===== src/rtl/dtp_pkg.sv =====
// Shared types and constants for the DER TLV header parser.
// Used by the parse stage, result queue, top level and testbench; depends on nothing else.
package dtp_pkg;

   // Bounds on the variable-length identifier and length fields.
   localparam int unsigned MAX_LEN_BYTES = 4;
   localparam int unsigned MAX_TAG_BYTES = 4;
   localparam int unsigned LEN_LEFT_W    = $clog2(MAX_LEN_BYTES + 1);
   localparam int unsigned TAG_SEEN_W    = $clog2(MAX_TAG_BYTES + 1);

   // Result queue geometry (a power of two, at least four entries).
   localparam int unsigned RSP_FIFO_DEPTH = 8;
   localparam int unsigned RSP_PTR_W      = $clog2(RSP_FIFO_DEPTH);
   localparam int unsigned RSP_CNT_W      = $clog2(RSP_FIFO_DEPTH + 1);

   // Result kinds.
   localparam logic [1:0] KIND_HEADER  = 2'd0;
   localparam logic [1:0] KIND_CONTENT = 2'd1;
   localparam logic [1:0] KIND_INTEGER = 2'd2;
   localparam logic [1:0] KIND_ERROR   = 2'd3;

   // Error codes.
   localparam logic [1:0] ERR_NONE     = 2'd0;
   localparam logic [1:0] ERR_LEN_LONG = 2'd1;
   localparam logic [1:0] ERR_TAG_LONG = 2'd2;

   // Configuration register indexes.
   localparam logic [1:0] CSR_MATCH_CLASS       = 2'd0;
   localparam logic [1:0] CSR_MATCH_CONSTRUCTED = 2'd1;
   localparam logic [1:0] CSR_MATCH_TAG         = 2'd2;

   // Identifier and length byte fields.
   localparam logic [4:0] TAG_HIGH_FORM = 5'h1F;
   localparam logic [5:0] TAG_INTEGER   = 6'd2;

   typedef struct packed {
      logic [1:0]  kind;
      logic [1:0]  tag_class;
      logic        constructed;
      logic [31:0] tag_number;
      logic [31:0] length_value;
      logic        matches_res;
      logic [7:0]  content_byte;
      logic        last_of_run;
      logic [31:0] int_value;
      logic [1:0]  error_code;
   } dtp_result_type;

   // Up to two results produced by one input byte.
   typedef struct packed {
      logic [1:0]     count;
      dtp_result_type res0;
      dtp_result_type res1;
   } dtp_push_type;

   typedef struct packed {
      logic [1:0]  match_class;
      logic        match_constructed;
      logic [31:0] match_tag;
   } dtp_cfg_type;

endpackage


===== src/rtl/dtp_req_if.sv =====
// Input channel of the DER TLV header parser: one stream byte per transaction.
// Stands alone; no package needed.
interface dtp_req_if;
   logic       valid;
   logic       ready;
   logic [7:0] data_byte;
   logic       frame_start;

   modport source (output valid, output data_byte, output frame_start, input ready);
   modport sink   (input valid, input data_byte, input frame_start, output ready);
endinterface


===== src/rtl/dtp_rsp_if.sv =====
// Result channel of the DER TLV header parser: one result per transaction.
// Stands alone; no package needed.
interface dtp_rsp_if;
   logic        valid;
   logic        ready;
   logic [1:0]  kind;
   logic [1:0]  tag_class;
   logic        constructed;
   logic [31:0] tag_number;
   logic [31:0] length_value;
   logic        matches_res;
   logic [7:0]  content_byte;
   logic        last_of_run;
   logic [31:0] int_value;
   logic [1:0]  error_code;

   modport source (output valid, output kind, output tag_class, output constructed,
                   output tag_number, output length_value, output matches_res,
                   output content_byte, output last_of_run, output int_value,
                   output error_code, input ready);
   modport sink   (input valid, input kind, input tag_class, input constructed,
                   input tag_number, input length_value, input matches_res,
                   input content_byte, input last_of_run, input int_value,
                   input error_code, output ready);
endinterface


===== src/rtl/dtp_parse.sv =====
// Parse state machine: consumes one registered stream byte per cycle when
// byte_valid is high and produces up to two results. Depends on dtp_pkg.
module dtp_parse (
   input  logic                 clock,
   input  logic                 reset,
   input  logic                 byte_valid,
   input  logic [7:0]           byte_data,
   input  logic                 byte_start,
   input  dtp_pkg::dtp_cfg_type cfg,
   output dtp_pkg::dtp_push_type push
);

   localparam logic [2:0] PH_ID   = 3'd0;
   localparam logic [2:0] PH_TAGX = 3'd1;
   localparam logic [2:0] PH_LEN1 = 3'd2;
   localparam logic [2:0] PH_LENX = 3'd3;
   localparam logic [2:0] PH_BODY = 3'd4;

   logic [2:0]                       phase_ff, phase_in;
   logic [31:0]                      tag_accum_ff, tag_accum_in;
   logic [dtp_pkg::TAG_SEEN_W-1:0]   tag_seen_ff, tag_seen_in;
   logic [1:0]                       hdr_class_ff, hdr_class_in;
   logic                             hdr_form_ff, hdr_form_in;
   logic [31:0]                      len_accum_ff, len_accum_in;
   logic [dtp_pkg::LEN_LEFT_W-1:0]   len_left_ff, len_left_in;
   logic [31:0]                      content_left_ff, content_left_in;
   logic                             is_integer_ff, is_integer_in;
   logic [31:0]                      int_accum_ff, int_accum_in;

   logic [2:0]  cur_phase;
   logic        hdr_done;
   logic        hdr_integer;
   logic [6:0]  len_count;
   dtp_pkg::dtp_result_type res0, res1;
   logic [1:0]  res_count;

   // Next-state and result decode for one byte.
   always_comb begin
      phase_in        = phase_ff;
      tag_accum_in    = tag_accum_ff;
      tag_seen_in     = tag_seen_ff;
      hdr_class_in    = hdr_class_ff;
      hdr_form_in     = hdr_form_ff;
      len_accum_in    = len_accum_ff;
      len_left_in     = len_left_ff;
      content_left_in = content_left_ff;
      is_integer_in   = is_integer_ff;
      int_accum_in    = int_accum_ff;
      res0            = '0;
      res1            = '0;
      res_count       = 2'd0;
      hdr_done        = 1'b0;
      len_count       = byte_data[6:0];
      cur_phase       = byte_start ? PH_ID : phase_ff;

      unique case (cur_phase)
         PH_TAGX: begin
            if (tag_seen_ff >= dtp_pkg::TAG_SEEN_W'(dtp_pkg::MAX_TAG_BYTES)) begin
               res0.kind       = dtp_pkg::KIND_ERROR;
               res0.error_code = dtp_pkg::ERR_TAG_LONG;
               res_count       = 2'd1;
               phase_in        = PH_ID;
            end else begin
               tag_seen_in  = tag_seen_ff + 1'b1;
               tag_accum_in = {tag_accum_ff[24:0], byte_data[6:0]};
               phase_in     = byte_data[7] ? PH_TAGX : PH_LEN1;
            end
         end
         PH_LEN1: begin
            if (!byte_data[7]) begin
               len_accum_in = {24'd0, byte_data};
               hdr_done     = 1'b1;
            end else begin
               len_accum_in = 32'd0;
               if (len_count > 7'(dtp_pkg::MAX_LEN_BYTES)) begin
                  res0.kind       = dtp_pkg::KIND_ERROR;
                  res0.error_code = dtp_pkg::ERR_LEN_LONG;
                  res_count       = 2'd1;
                  phase_in        = PH_ID;
               end else if (len_count == 7'd0) begin
                  hdr_done = 1'b1;
               end else begin
                  len_left_in = dtp_pkg::LEN_LEFT_W'(len_count);
                  phase_in    = PH_LENX;
               end
            end
         end
         PH_LENX: begin
            len_accum_in = {len_accum_ff[23:0], byte_data};
            len_left_in  = len_left_ff - 1'b1;
            hdr_done     = (len_left_in == '0);
         end
         PH_BODY: begin
            res0.kind         = dtp_pkg::KIND_CONTENT;
            res0.content_byte = byte_data;
            res0.last_of_run  = (content_left_ff == 32'd1);
            res_count         = 2'd1;
            int_accum_in      = {int_accum_ff[23:0], byte_data};
            content_left_in   = content_left_ff - 32'd1;
            if (content_left_in == 32'd0) begin
               phase_in = PH_ID;
               if (is_integer_ff) begin
                  res1.kind      = dtp_pkg::KIND_INTEGER;
                  res1.int_value = int_accum_in;
                  res_count      = 2'd2;
               end
            end
         end
         default: begin
            // Identifier byte: also the recovery point for any unused code.
            hdr_class_in = byte_data[7:6];
            hdr_form_in  = byte_data[5];
            len_accum_in = 32'd0;
            len_left_in  = '0;
            tag_seen_in  = '0;
            if (byte_data[4:0] == dtp_pkg::TAG_HIGH_FORM) begin
               tag_accum_in = 32'd0;
               phase_in     = PH_TAGX;
            end else begin
               tag_accum_in = {27'd0, byte_data[4:0]};
               phase_in     = PH_LEN1;
            end
         end
      endcase

      // Header completion: emit the header and decide how the contents go.
      hdr_integer = (hdr_class_ff == 2'd0) && !hdr_form_ff &&
                    (tag_accum_ff == 32'(dtp_pkg::TAG_INTEGER));
      if (hdr_done) begin
         res0.kind         = dtp_pkg::KIND_HEADER;
         res0.tag_class    = hdr_class_ff;
         res0.constructed  = hdr_form_ff;
         res0.tag_number   = tag_accum_ff;
         res0.length_value = len_accum_in;
         res0.matches_res  = (hdr_class_ff == cfg.match_class) &&
                             (hdr_form_ff == cfg.match_constructed) &&
                             (tag_accum_ff == cfg.match_tag);
         res_count         = 2'd1;
         phase_in          = PH_ID;
         if (!hdr_form_ff) begin
            if (len_accum_in == 32'd0) begin
               if (hdr_integer) begin
                  res1.kind      = dtp_pkg::KIND_INTEGER;
                  res1.int_value = 32'd0;
                  res_count      = 2'd2;
               end
            end else begin
               content_left_in = len_accum_in;
               is_integer_in   = hdr_integer;
               int_accum_in    = 32'd0;
               phase_in        = PH_BODY;
            end
         end
      end
   end

   // Parse state registers advance only on a byte held in the input stage.
   always_ff @(posedge clock) begin
      if (reset) begin
         phase_ff        <= PH_ID;
         tag_accum_ff    <= 32'd0;
         tag_seen_ff     <= '0;
         hdr_class_ff    <= 2'd0;
         hdr_form_ff     <= 1'b0;
         len_accum_ff    <= 32'd0;
         len_left_ff     <= '0;
         content_left_ff <= 32'd0;
         is_integer_ff   <= 1'b0;
         int_accum_ff    <= 32'd0;
      end else if (byte_valid) begin
         phase_ff        <= phase_in;
         tag_accum_ff    <= tag_accum_in;
         tag_seen_ff     <= tag_seen_in;
         hdr_class_ff    <= hdr_class_in;
         hdr_form_ff     <= hdr_form_in;
         len_accum_ff    <= len_accum_in;
         len_left_ff     <= len_left_in;
         content_left_ff <= content_left_in;
         is_integer_ff   <= is_integer_in;
         int_accum_ff    <= int_accum_in;
      end
   end

   // Results go to the queue only for a real byte.
   always_comb begin
      push.count = byte_valid ? res_count : 2'd0;
      push.res0  = res0;
      push.res1  = res1;
   end

endmodule


===== src/rtl/dtp_rsp_fifo.sv =====
// Result queue: takes up to two results a cycle, hands out one a cycle on each pop.
// Depends on dtp_pkg.
module dtp_rsp_fifo (
   input  logic                          clock,
   input  logic                          reset,
   input  dtp_pkg::dtp_push_type         push,
   input  logic                          pop,
   output dtp_pkg::dtp_result_type       head,
   output logic [dtp_pkg::RSP_CNT_W-1:0] fill_count
);

   dtp_pkg::dtp_result_type entry_ff [dtp_pkg::RSP_FIFO_DEPTH];
   logic [dtp_pkg::RSP_PTR_W-1:0] wr_ptr_ff, wr_ptr_in;
   logic [dtp_pkg::RSP_PTR_W-1:0] rd_ptr_ff, rd_ptr_in;
   logic [dtp_pkg::RSP_CNT_W-1:0] count_ff, count_in;
   logic [dtp_pkg::RSP_PTR_W-1:0] wr_ptr_next;

   // Pointer and occupancy updates.
   always_comb begin
      wr_ptr_next = wr_ptr_ff + 1'b1;
      wr_ptr_in   = wr_ptr_ff + dtp_pkg::RSP_PTR_W'(push.count);
      rd_ptr_in   = rd_ptr_ff + dtp_pkg::RSP_PTR_W'(pop);
      count_in    = count_ff + dtp_pkg::RSP_CNT_W'(push.count)
                    - dtp_pkg::RSP_CNT_W'(pop);
   end

   always_ff @(posedge clock) begin
      if (reset) begin
         wr_ptr_ff <= '0;
         rd_ptr_ff <= '0;
         count_ff  <= '0;
      end else begin
         wr_ptr_ff <= wr_ptr_in;
         rd_ptr_ff <= rd_ptr_in;
         count_ff  <= count_in;
      end
   end

   // Result storage; the second result lands in the following slot.
   always_ff @(posedge clock) begin
      if (push.count != 2'd0) begin
         entry_ff[wr_ptr_ff] <= push.res0;
      end
      if (push.count == 2'd2) begin
         entry_ff[wr_ptr_next] <= push.res1;
      end
   end

   assign head       = entry_ff[rd_ptr_ff];
   assign fill_count = count_ff;

endmodule


===== src/rtl/der_tlv_header_parser_unit.sv =====
// DER TLV header parser top level: input register, parse stage, result queue.
// A result passes through the input register and the result queue before it is offered.
// Throughput: one byte per cycle while the receiver does not stall and each byte
// yields at most one result; two-result bytes are paced by the one-result-per-cycle output.
// Reset (synchronous): parse state to identifier start, queue empty, match
// registers zero. Depends on dtp_pkg, dtp_req_if, dtp_rsp_if, dtp_parse, dtp_rsp_fifo.
module der_tlv_header_parser_unit (
   input  logic        clock,
   input  logic        reset,
   dtp_req_if.sink     req_if,
   dtp_rsp_if.source   rsp_if,
   input  logic        csr_we,
   input  logic [1:0]  csr_index,
   input  logic [31:0] csr_wdata
);

   logic                          in_valid_ff;
   logic [7:0]                    in_byte_ff;
   logic                          in_start_ff;
   dtp_pkg::dtp_cfg_type          cfg_ff;
   dtp_pkg::dtp_push_type         push;
   dtp_pkg::dtp_result_type       head;
   logic [dtp_pkg::RSP_CNT_W-1:0] fill_count;
   logic [dtp_pkg::RSP_CNT_W:0]   worst_fill;
   logic                          req_accept;
   logic                          rsp_pop;

   // Configuration writes.
   always_ff @(posedge clock) begin
      if (reset) begin
         cfg_ff <= '0;
      end else if (csr_we) begin
         unique case (csr_index)
            dtp_pkg::CSR_MATCH_CLASS:       cfg_ff.match_class       <= csr_wdata[1:0];
            dtp_pkg::CSR_MATCH_CONSTRUCTED: cfg_ff.match_constructed <= csr_wdata[0];
            dtp_pkg::CSR_MATCH_TAG:         cfg_ff.match_tag         <= csr_wdata;
            default: begin
            end
         endcase
      end
   end

   // Accept a byte only if the queue can absorb both the byte in flight
   // and this one, two results each.
   always_comb begin
      worst_fill = {1'b0, fill_count} +
                   (in_valid_ff ? (dtp_pkg::RSP_CNT_W + 1)'(4) : (dtp_pkg::RSP_CNT_W + 1)'(2));
   end
   assign req_if.ready = (worst_fill <= (dtp_pkg::RSP_CNT_W + 1)'(dtp_pkg::RSP_FIFO_DEPTH));
   assign req_accept   = req_if.valid && req_if.ready;

   // Input register.
   always_ff @(posedge clock) begin
      if (reset) begin
         in_valid_ff <= 1'b0;
      end else begin
         in_valid_ff <= req_accept;
      end
   end

   always_ff @(posedge clock) begin
      if (req_accept) begin
         in_byte_ff  <= req_if.data_byte;
         in_start_ff <= req_if.frame_start;
      end
   end

   dtp_parse u_parse (
      .clock      (clock),
      .reset      (reset),
      .byte_valid (in_valid_ff),
      .byte_data  (in_byte_ff),
      .byte_start (in_start_ff),
      .cfg        (cfg_ff),
      .push       (push)
   );

   assign rsp_pop = rsp_if.valid && rsp_if.ready;

   dtp_rsp_fifo u_rsp_fifo (
      .clock      (clock),
      .reset      (reset),
      .push       (push),
      .pop        (rsp_pop),
      .head       (head),
      .fill_count (fill_count)
   );

   // Result channel driven from the queue head.
   assign rsp_if.valid        = (fill_count != '0);
   assign rsp_if.kind         = head.kind;
   assign rsp_if.tag_class    = head.tag_class;
   assign rsp_if.constructed  = head.constructed;
   assign rsp_if.tag_number   = head.tag_number;
   assign rsp_if.length_value = head.length_value;
   assign rsp_if.matches_res  = head.matches_res;
   assign rsp_if.content_byte = head.content_byte;
   assign rsp_if.last_of_run  = head.last_of_run;
   assign rsp_if.int_value    = head.int_value;
   assign rsp_if.error_code   = head.error_code;

   // The queue never holds more than its depth.
   assert property (@(posedge clock) disable iff (reset)
      fill_count <= dtp_pkg::RSP_CNT_W'(dtp_pkg::RSP_FIFO_DEPTH))
      else $error("result queue overflow");

   // An accepted byte is in the input stage on the next cycle.
   assert property (@(posedge clock) disable iff (reset)
      req_accept |=> in_valid_ff)
      else $error("accepted byte lost before the parse stage");

   // Results only appear in the queue for a byte held in the input stage.
   assert property (@(posedge clock) disable iff (reset)
      !in_valid_ff |=> fill_count <= $past(fill_count))
      else $error("queue grew without a byte to parse");

endmodule


===== src/flat_wrapper.sv =====
// flat-port wrapper written by rule: the top's interface ports become plain ports
module der_tlv_header_parser_unit_flat 
  (clock, reset, csr_we, csr_index, csr_wdata, req_if_valid, req_if_data_byte, req_if_frame_start, req_if_ready, rsp_if_valid, rsp_if_kind, rsp_if_tag_class, rsp_if_constructed, rsp_if_tag_number, rsp_if_length_value, rsp_if_matches_res, rsp_if_content_byte, rsp_if_last_of_run, rsp_if_int_value, rsp_if_error_code, rsp_if_ready);
  dtp_req_if req_if_i ();
  dtp_rsp_if rsp_if_i ();
  input  logic clock;
  input  logic reset;
  input  logic csr_we;
  input  logic [1:0] csr_index;
  input  logic [31:0] csr_wdata;
  input wire logic [$bits(req_if_i.valid)-1:0] req_if_valid;
  input wire logic [$bits(req_if_i.data_byte)-1:0] req_if_data_byte;
  input wire logic [$bits(req_if_i.frame_start)-1:0] req_if_frame_start;
  output wire logic [$bits(req_if_i.ready)-1:0] req_if_ready;
  output wire logic [$bits(rsp_if_i.valid)-1:0] rsp_if_valid;
  output wire logic [$bits(rsp_if_i.kind)-1:0] rsp_if_kind;
  output wire logic [$bits(rsp_if_i.tag_class)-1:0] rsp_if_tag_class;
  output wire logic [$bits(rsp_if_i.constructed)-1:0] rsp_if_constructed;
  output wire logic [$bits(rsp_if_i.tag_number)-1:0] rsp_if_tag_number;
  output wire logic [$bits(rsp_if_i.length_value)-1:0] rsp_if_length_value;
  output wire logic [$bits(rsp_if_i.matches_res)-1:0] rsp_if_matches_res;
  output wire logic [$bits(rsp_if_i.content_byte)-1:0] rsp_if_content_byte;
  output wire logic [$bits(rsp_if_i.last_of_run)-1:0] rsp_if_last_of_run;
  output wire logic [$bits(rsp_if_i.int_value)-1:0] rsp_if_int_value;
  output wire logic [$bits(rsp_if_i.error_code)-1:0] rsp_if_error_code;
  input wire logic [$bits(rsp_if_i.ready)-1:0] rsp_if_ready;
  assign req_if_i.valid = req_if_valid;
  assign req_if_i.data_byte = req_if_data_byte;
  assign req_if_i.frame_start = req_if_frame_start;
  assign req_if_ready = req_if_i.ready;
  assign rsp_if_valid = rsp_if_i.valid;
  assign rsp_if_kind = rsp_if_i.kind;
  assign rsp_if_tag_class = rsp_if_i.tag_class;
  assign rsp_if_constructed = rsp_if_i.constructed;
  assign rsp_if_tag_number = rsp_if_i.tag_number;
  assign rsp_if_length_value = rsp_if_i.length_value;
  assign rsp_if_matches_res = rsp_if_i.matches_res;
  assign rsp_if_content_byte = rsp_if_i.content_byte;
  assign rsp_if_last_of_run = rsp_if_i.last_of_run;
  assign rsp_if_int_value = rsp_if_i.int_value;
  assign rsp_if_error_code = rsp_if_i.error_code;
  assign rsp_if_i.ready = rsp_if_ready;
  der_tlv_header_parser_unit u_core (.clock(clock), .reset(reset), .req_if(req_if_i), .rsp_if(rsp_if_i), .csr_we(csr_we), .csr_index(csr_index), .csr_wdata(csr_wdata));
endmodule

===== config.mk =====
export PLATFORM = sky130hd
export DESIGN_NAME = der_tlv_header_parser_unit_flat
export DESIGN_NICKNAME = d
export VERILOG_FILES = /design/src/rtl/dtp_pkg.sv /design/src/rtl/dtp_req_if.sv /design/src/rtl/dtp_rsp_if.sv /design/src/rtl/dtp_parse.sv /design/src/rtl/dtp_rsp_fifo.sv /design/src/rtl/der_tlv_header_parser_unit.sv /design/src/flat_wrapper.sv
export SDC_FILE = /design/constraint.sdc
export NUM_CORES = 2
export LEC_CHECK = 0
export BUFFER_PORTS_ARGS = -buffer_cell sky130_fd_sc_hd__buf_2
export CORE_MARGIN = 8
export CORE_UTILIZATION = 65
export CTS_BUF_LIST = sky130_fd_sc_hd__clkbuf_8 sky130_fd_sc_hd__clkbuf_16
export CTS_CLUSTER_DIAMETER = 200
export CTS_CLUSTER_SIZE = 25
export DETAILED_ROUTE_END_ITERATION = 6
export PLACE_DENSITY = 0.81
export SLEW_MARGIN = 20
export SYNTH_ARGS = -nofsm -noshare
export SYNTH_HDL_FRONTEND = slang
export SYNTH_SLANG_ARGS = --single-unit

===== constraint.sdc =====
create_clock -name clock -period 15 [get_ports clock]
set_input_delay 0.75 -clock clock [delete_from_list [all_inputs] [get_ports clock]]
set_output_delay 0.75 -clock clock [all_outputs]
set_load 0.02 [all_outputs]

# Word level (Yosys, flattened, before mapping)
# Memory sizes are Yosys's and may differ from the RTL's. A register that Yosys moved wholly into a read port is not among the register bits.
# Index checks and enable logic that the tools add are counted.
# totals
elab_cells,158
in_bits,48
register_bits,196
mem_count,1
out_inout_bits,115
mem_bits_rw,904
# classes
order_cmp,3
eq_ne,21
bitwise,5
n_mux,74
n_reduce_logical,26
n_addsub,9
# mem_list
memory,depth,width,rd,rd_clocked_by_memory_dff,write_ports,line_no,source
u_core.u_rsp_fifo.entry_ff,8,113,1,1,2,dtp_rsp_fifo.sv:12,dtp_pkg::dtp_result_type entry_ff [dtp_pkg::RSP_FIFO_DEPTH];
# op_table
operator,n
32-bit two-way mux,16
32-bit one-hot mux with 3 select lines,1
70-bit two-way mux,1
32-bit zero test,2
32-bit one-hot mux with 2 select lines,1
2-bit two-way mux,21
3-bit two-way mux,14
"32-bit by 1-bit equality test with 1-bit output, second input constant",1
"32-bit by 2-bit equality test with 1-bit output, second input constant",1
32-bit equality test,1
"32-bit by 1-bit subtractor with 32-bit output, second input constant",1
2-bit one-hot mux with 3 select lines,2
3-bit one-hot mux with 4 select lines,1
1-bit two-way mux,10
5-bit AND reduction,2
9-bit two-way mux,1
3-bit one-hot mux with 3 select lines,1
"2-bit inequality test, second input constant",4
2-bit AND reduction,4
"7-bit by 3-bit > comparator with 1-bit output, second input constant",1
7-bit zero test,1
7-bit two-way mux,1
"3-bit by 1-bit adder with 3-bit output, second input constant",2
"3-bit by 2-bit equality test with 1-bit output, second input constant",2
other kinds (35),46

# Depth between registers and ports, before layout
# logic_depth
depth_word,12
mapped_depth,19
depth_no_buf,17

# By module
# From an unflattened synthesis, not the netlist that was laid out.
# hier_totals
hier_cells,3748
hier_area_um2,56093.8
# modules_own_cells
module,n_inst,area_each_um2,cells_per_inst
dtp_rsp_fifo,1,45129.5,2385
dtp_parse,1,9318.9,1189
der_tlv_header_parser_unit,1,1645.3,174

# Worst setup path before layout
# OpenSTA, ideal clock, no wires.
# synth_timing
kind,register -> register
startpoint,register u_core.u_parse.content_left_ff[0]
endpoint,"memory u_core.u_rsp_fifo.entry_ff[5][10] (netlist bit), enable pin"
synth_period_minus_slack_ns,4.677
arrival_ns,4.282
setup_ns,0.395
path_stages_with_launch,13
required_time_ns,14.605
setup_slack_ns,10.323
path_cell_list,dfxtp_1 > inv_1 > ha_1 > or3b_2 > clkbuf_1 > nor4_1 > a2111oi_0 > or4b_1 > or4b_4 > or4_4 > a21oi_4 > buf_4 > nand2b_1
# synth_lines
item,line_no,source
from (decl),dtp_parse.sv:26,"logic [31:0] content_left_ff, content_left_in;"
from (signal assigned),dtp_parse.sv:178,content_left_ff <= content_left_in;
to (decl),dtp_rsp_fifo.sv:12,

==> metrics.md <==
| Metric | Value |
|---|---|
| Root Driver | `clkbuf_16` |
| Mean Syn Cell Area | `9.954 um^2` |
| Most used DFF post-synth | `dfxtp_1` |
| Worst Tran Pin Value | `1.171 ns` |
| Post-synth EDFFs | `273` |
| Failing checks | `design-rule violations` |
| Post-synth top cells | `nor2_1, dfxtp_1, a21oi_1, edfxtp_1, clkbuf_1` |
| PostCTS Resize Cnt | `0` |
| Total CTS buffers | `49` |
| P_leak | `0.02071 uW` |
| Largest net degree at the start of global routing | `153` |
| FILL cells | `5,531` |
| Crit Path Class | `flop to flop` |
| Crit start category | `flop` |
| Initial antenna violation count | `2` |
| DRT antenna net count | `0` |
| Max_slew headroom | `21.96%` |
| Worst min path class | `primary input to flop` |
| Pwr Density | `108.6 nW/um^2` |
| CTS tree | `built` |
| Final wirelength | `132,300 um` |
| Gpl congestion | `0.9522` |
| Skew final | `0.03157 ns` |
| Vias per cell | `6.524` |
| Area leader, netlist | `dfxtp_1` |
| Post-CTS Hold Buffers | `0` |
| Mapped cell area | `48,700 um^2` |
| Fmax | `0.1722 GHz` |
| RSZ-0062 raised after global routing | `false` |
| M1 GR Usage | `40.72%` |
| H-tree depth | `2` |
| # diodes | `0` |
| Endpoints failing setup | `0` |
| Met3 Use GR | `5.534%` |
| GR Overflow Total | `0` |
| Critical path data required time | `15.25 ns` |
| Yosys reg bits | `1,092` |
| Worst path cell trace | `clkinv_1 > a32o_1 > or4_1 > nor4_1 > and4_1 > nand3_1 > a21oi_4 > buf_4 > nand2b_2` |
| Final period utilization | `38.71%` |
| CP delay by family, top | `simple AND/OR/NAND/NOR gates` |
| Yosys warns | `0` |
| Die Span X | `289.7 um` |
| Crit path DAT | `6.06 ns` |
| Post-route cell area | `50,840 um^2` |
| Initial DRC Count | `4,932` |
| Drt pass-1 iters | `7` |
| Max Slew Vio Count | `0` |
| CTS sink cnt | `1,092` |
| Die height | `289.7 um` |
| FP Rows | `100` |
| Vias in the first global route | `36,318` |
| Nets | `4,813` |
| Skew-Pair Late Insertion Delay | `0.65 ns` |
| Fraction of registers with async set/reset | `0%` |
| CP max stage cell | `nand2b_2` |
| Place WS | `9.317 ns` |
| # port buffers | `162` |
| CP endpoint kind | `flop` |
| Finished Core Util | `68.41%` |
| Count leader, synth | `nor2_1` |
| Yosys cell types | `80` |
| Post-DP Area | `49,440 um^2` |
| Crit path buf inv count | `2` |
| Post-DP HPWL | `77,160 um` |
| DR WL/cell | `23.06 um` |
| Synth top area cells | `dfxtp_1, edfxtp_1, mux4_2` |
| CTS Buffer Depth | `3` |
| Global routing's busiest layer | `met2` |
| Yosys top cell area share | `33.67%` |
| Period minus WS final | `5.806 ns` |
| Initial Utilization | `65.52%` |
| Post-CTS setup repair buffer count | `0` |
| Full die area | `83,930 um^2` |
| DRC Markers | `1` |
| Syn_nets | `4,960` |
| I/O pin cnt | `163` |
| CP max FO | `47` |
| Status | `complete, but fails checks` |
| Worst-path clk slew | `0.11 ns` |
| Total negative slack | `0 ns` |
| Min Hold Slack | `0.2705 ns` |
| GR Util All Layers | `30.74%` |
| Cell count after synthesis | `4,892` |
| First-pass GRT wire length | `204,200 um` |
| FF-to-FF setup slack | `9.19 ns` |
| Vias after detailed routing | `37,413` |
| MaxCap Viol Count | `0` |
| Seq/Total Area, Yosys | `50.50%` |
| Layout cell share with drive strength beyond 1 | `14.48%` |
| Worst ir drop on vdd | `0.1560 mV` |
| Fin. Hold Viols | `0` |
| Area grow syn2layout | `4.404%` |
| Core area | `74,320 um^2` |
| Met2 usage | `50.87%` |
| CP peak stage delay | `0.98 ns` |
| Fin worst setup slack | `9.194 ns` |
## per-layer routing
layer  wire [um]  vias to the layer above
met1       51560                    18225
met3       13640                      309
li1            -                    16854
met2       62550                     2025
met5           0                        -
met4        4516                        0
## kinds of logic (layout without fill, tap and decap cells)
group | Yosys count | in the layout | synth area share (%)
simple gates | 1956 | 1956 | 17.60
flops | 1092 | 1092 | 50.50
compound gates | 805 | 805 | 9.535
mux | 518 | 518 | 16.81
buf+inv | 452 | 326 | 4.109
xor+xnor | 49 | 49 | 0.8813
fa+ha+maj | 20 | 20 | 0.5601
## path summary, 6_finish.rpt
kind / end / cells past startpoint / start
setup / recovery: u_core.u_rsp_fifo.entry_ff[0][6] / 9 / u_core.in_start_ff
hold / removal: u_core.in_byte_ff[4] / 1 / req_if_data_byte[4]
setup reg to reg: u_core.u_rsp_fifo.entry_ff[0][6] / 9 / u_core.in_start_ff
hold reg to reg: u_core.u_parse.len_left_ff[1] / 2 / u_core.u_parse.len_left_ff[1]
## layout make-up
cell class                 instances  area (um^2)  share of cell area, %
sequential                      1092        24610                  48.40
multi-input combinational       3348        22190                  43.64
timing repair buffer             224         1356                  2.668
clock buffer                      51         1276                  2.510
tap                              969         1212                  2.385
inverter                          30        112.6                 0.2215
clock inverter                    21        88.84                 0.1747
## cells in the final DEF, fill, tap and decap left out, types with 57 or more instances in the layout
cell and count:
mux2i_1 152, nand2_1 205, a21oi_1 622, mux4_2 226, mux2_2 140, edfxtp_1 273
nand3_1 57, nor2b_1 63, and3_1 196, dfxtp_1 815, nor2_1 1261, buf_2 161
## registers in the layout, indices dropped and copies added, names as in the netlist
name                            count
u_core.u_parse.hdr_class_ff         2
u_core.in_byte_ff                   8
u_core.u_parse.tag_accum_ff        32
u_core.u_parse.len_left_ff          3
u_core.u_parse.int_accum_ff        24
u_core.u_rsp_fifo.wr_ptr_ff         3
u_core.u_parse.content_left_ff     32
u_core.u_rsp_fifo.entry_ff        904
u_core.u_parse.tag_seen_ff          3
u_core.cfg_ff                      35
u_core.u_rsp_fifo.fill_count        4
u_core.u_parse.hdr_form_ff          1
u_core.in_valid_ff                  1
u_core.u_parse.len_accum_ff        32
u_core.u_parse.phase_ff             3
u_core.u_rsp_fifo.rd_ptr_ff         3
u_core.u_parse.is_integer_ff        1
u_core.in_start_ff                  1
## metrics by stage
step	cells	power (uW)
after floorplan	4892	3812
after global placement	5661	4050
after detailed placement	5662	4060
after CTS	5734	5524
after global routing	5735	5685
final	5735	5522
## where the power goes
group	switching [uW]	total, uW	internal (uW)
Sequential	79.7	3110	3030
Clock	911	1530	617
Combinational	506	887	380
No activity file was read; power rests on OpenSTA's default activity.
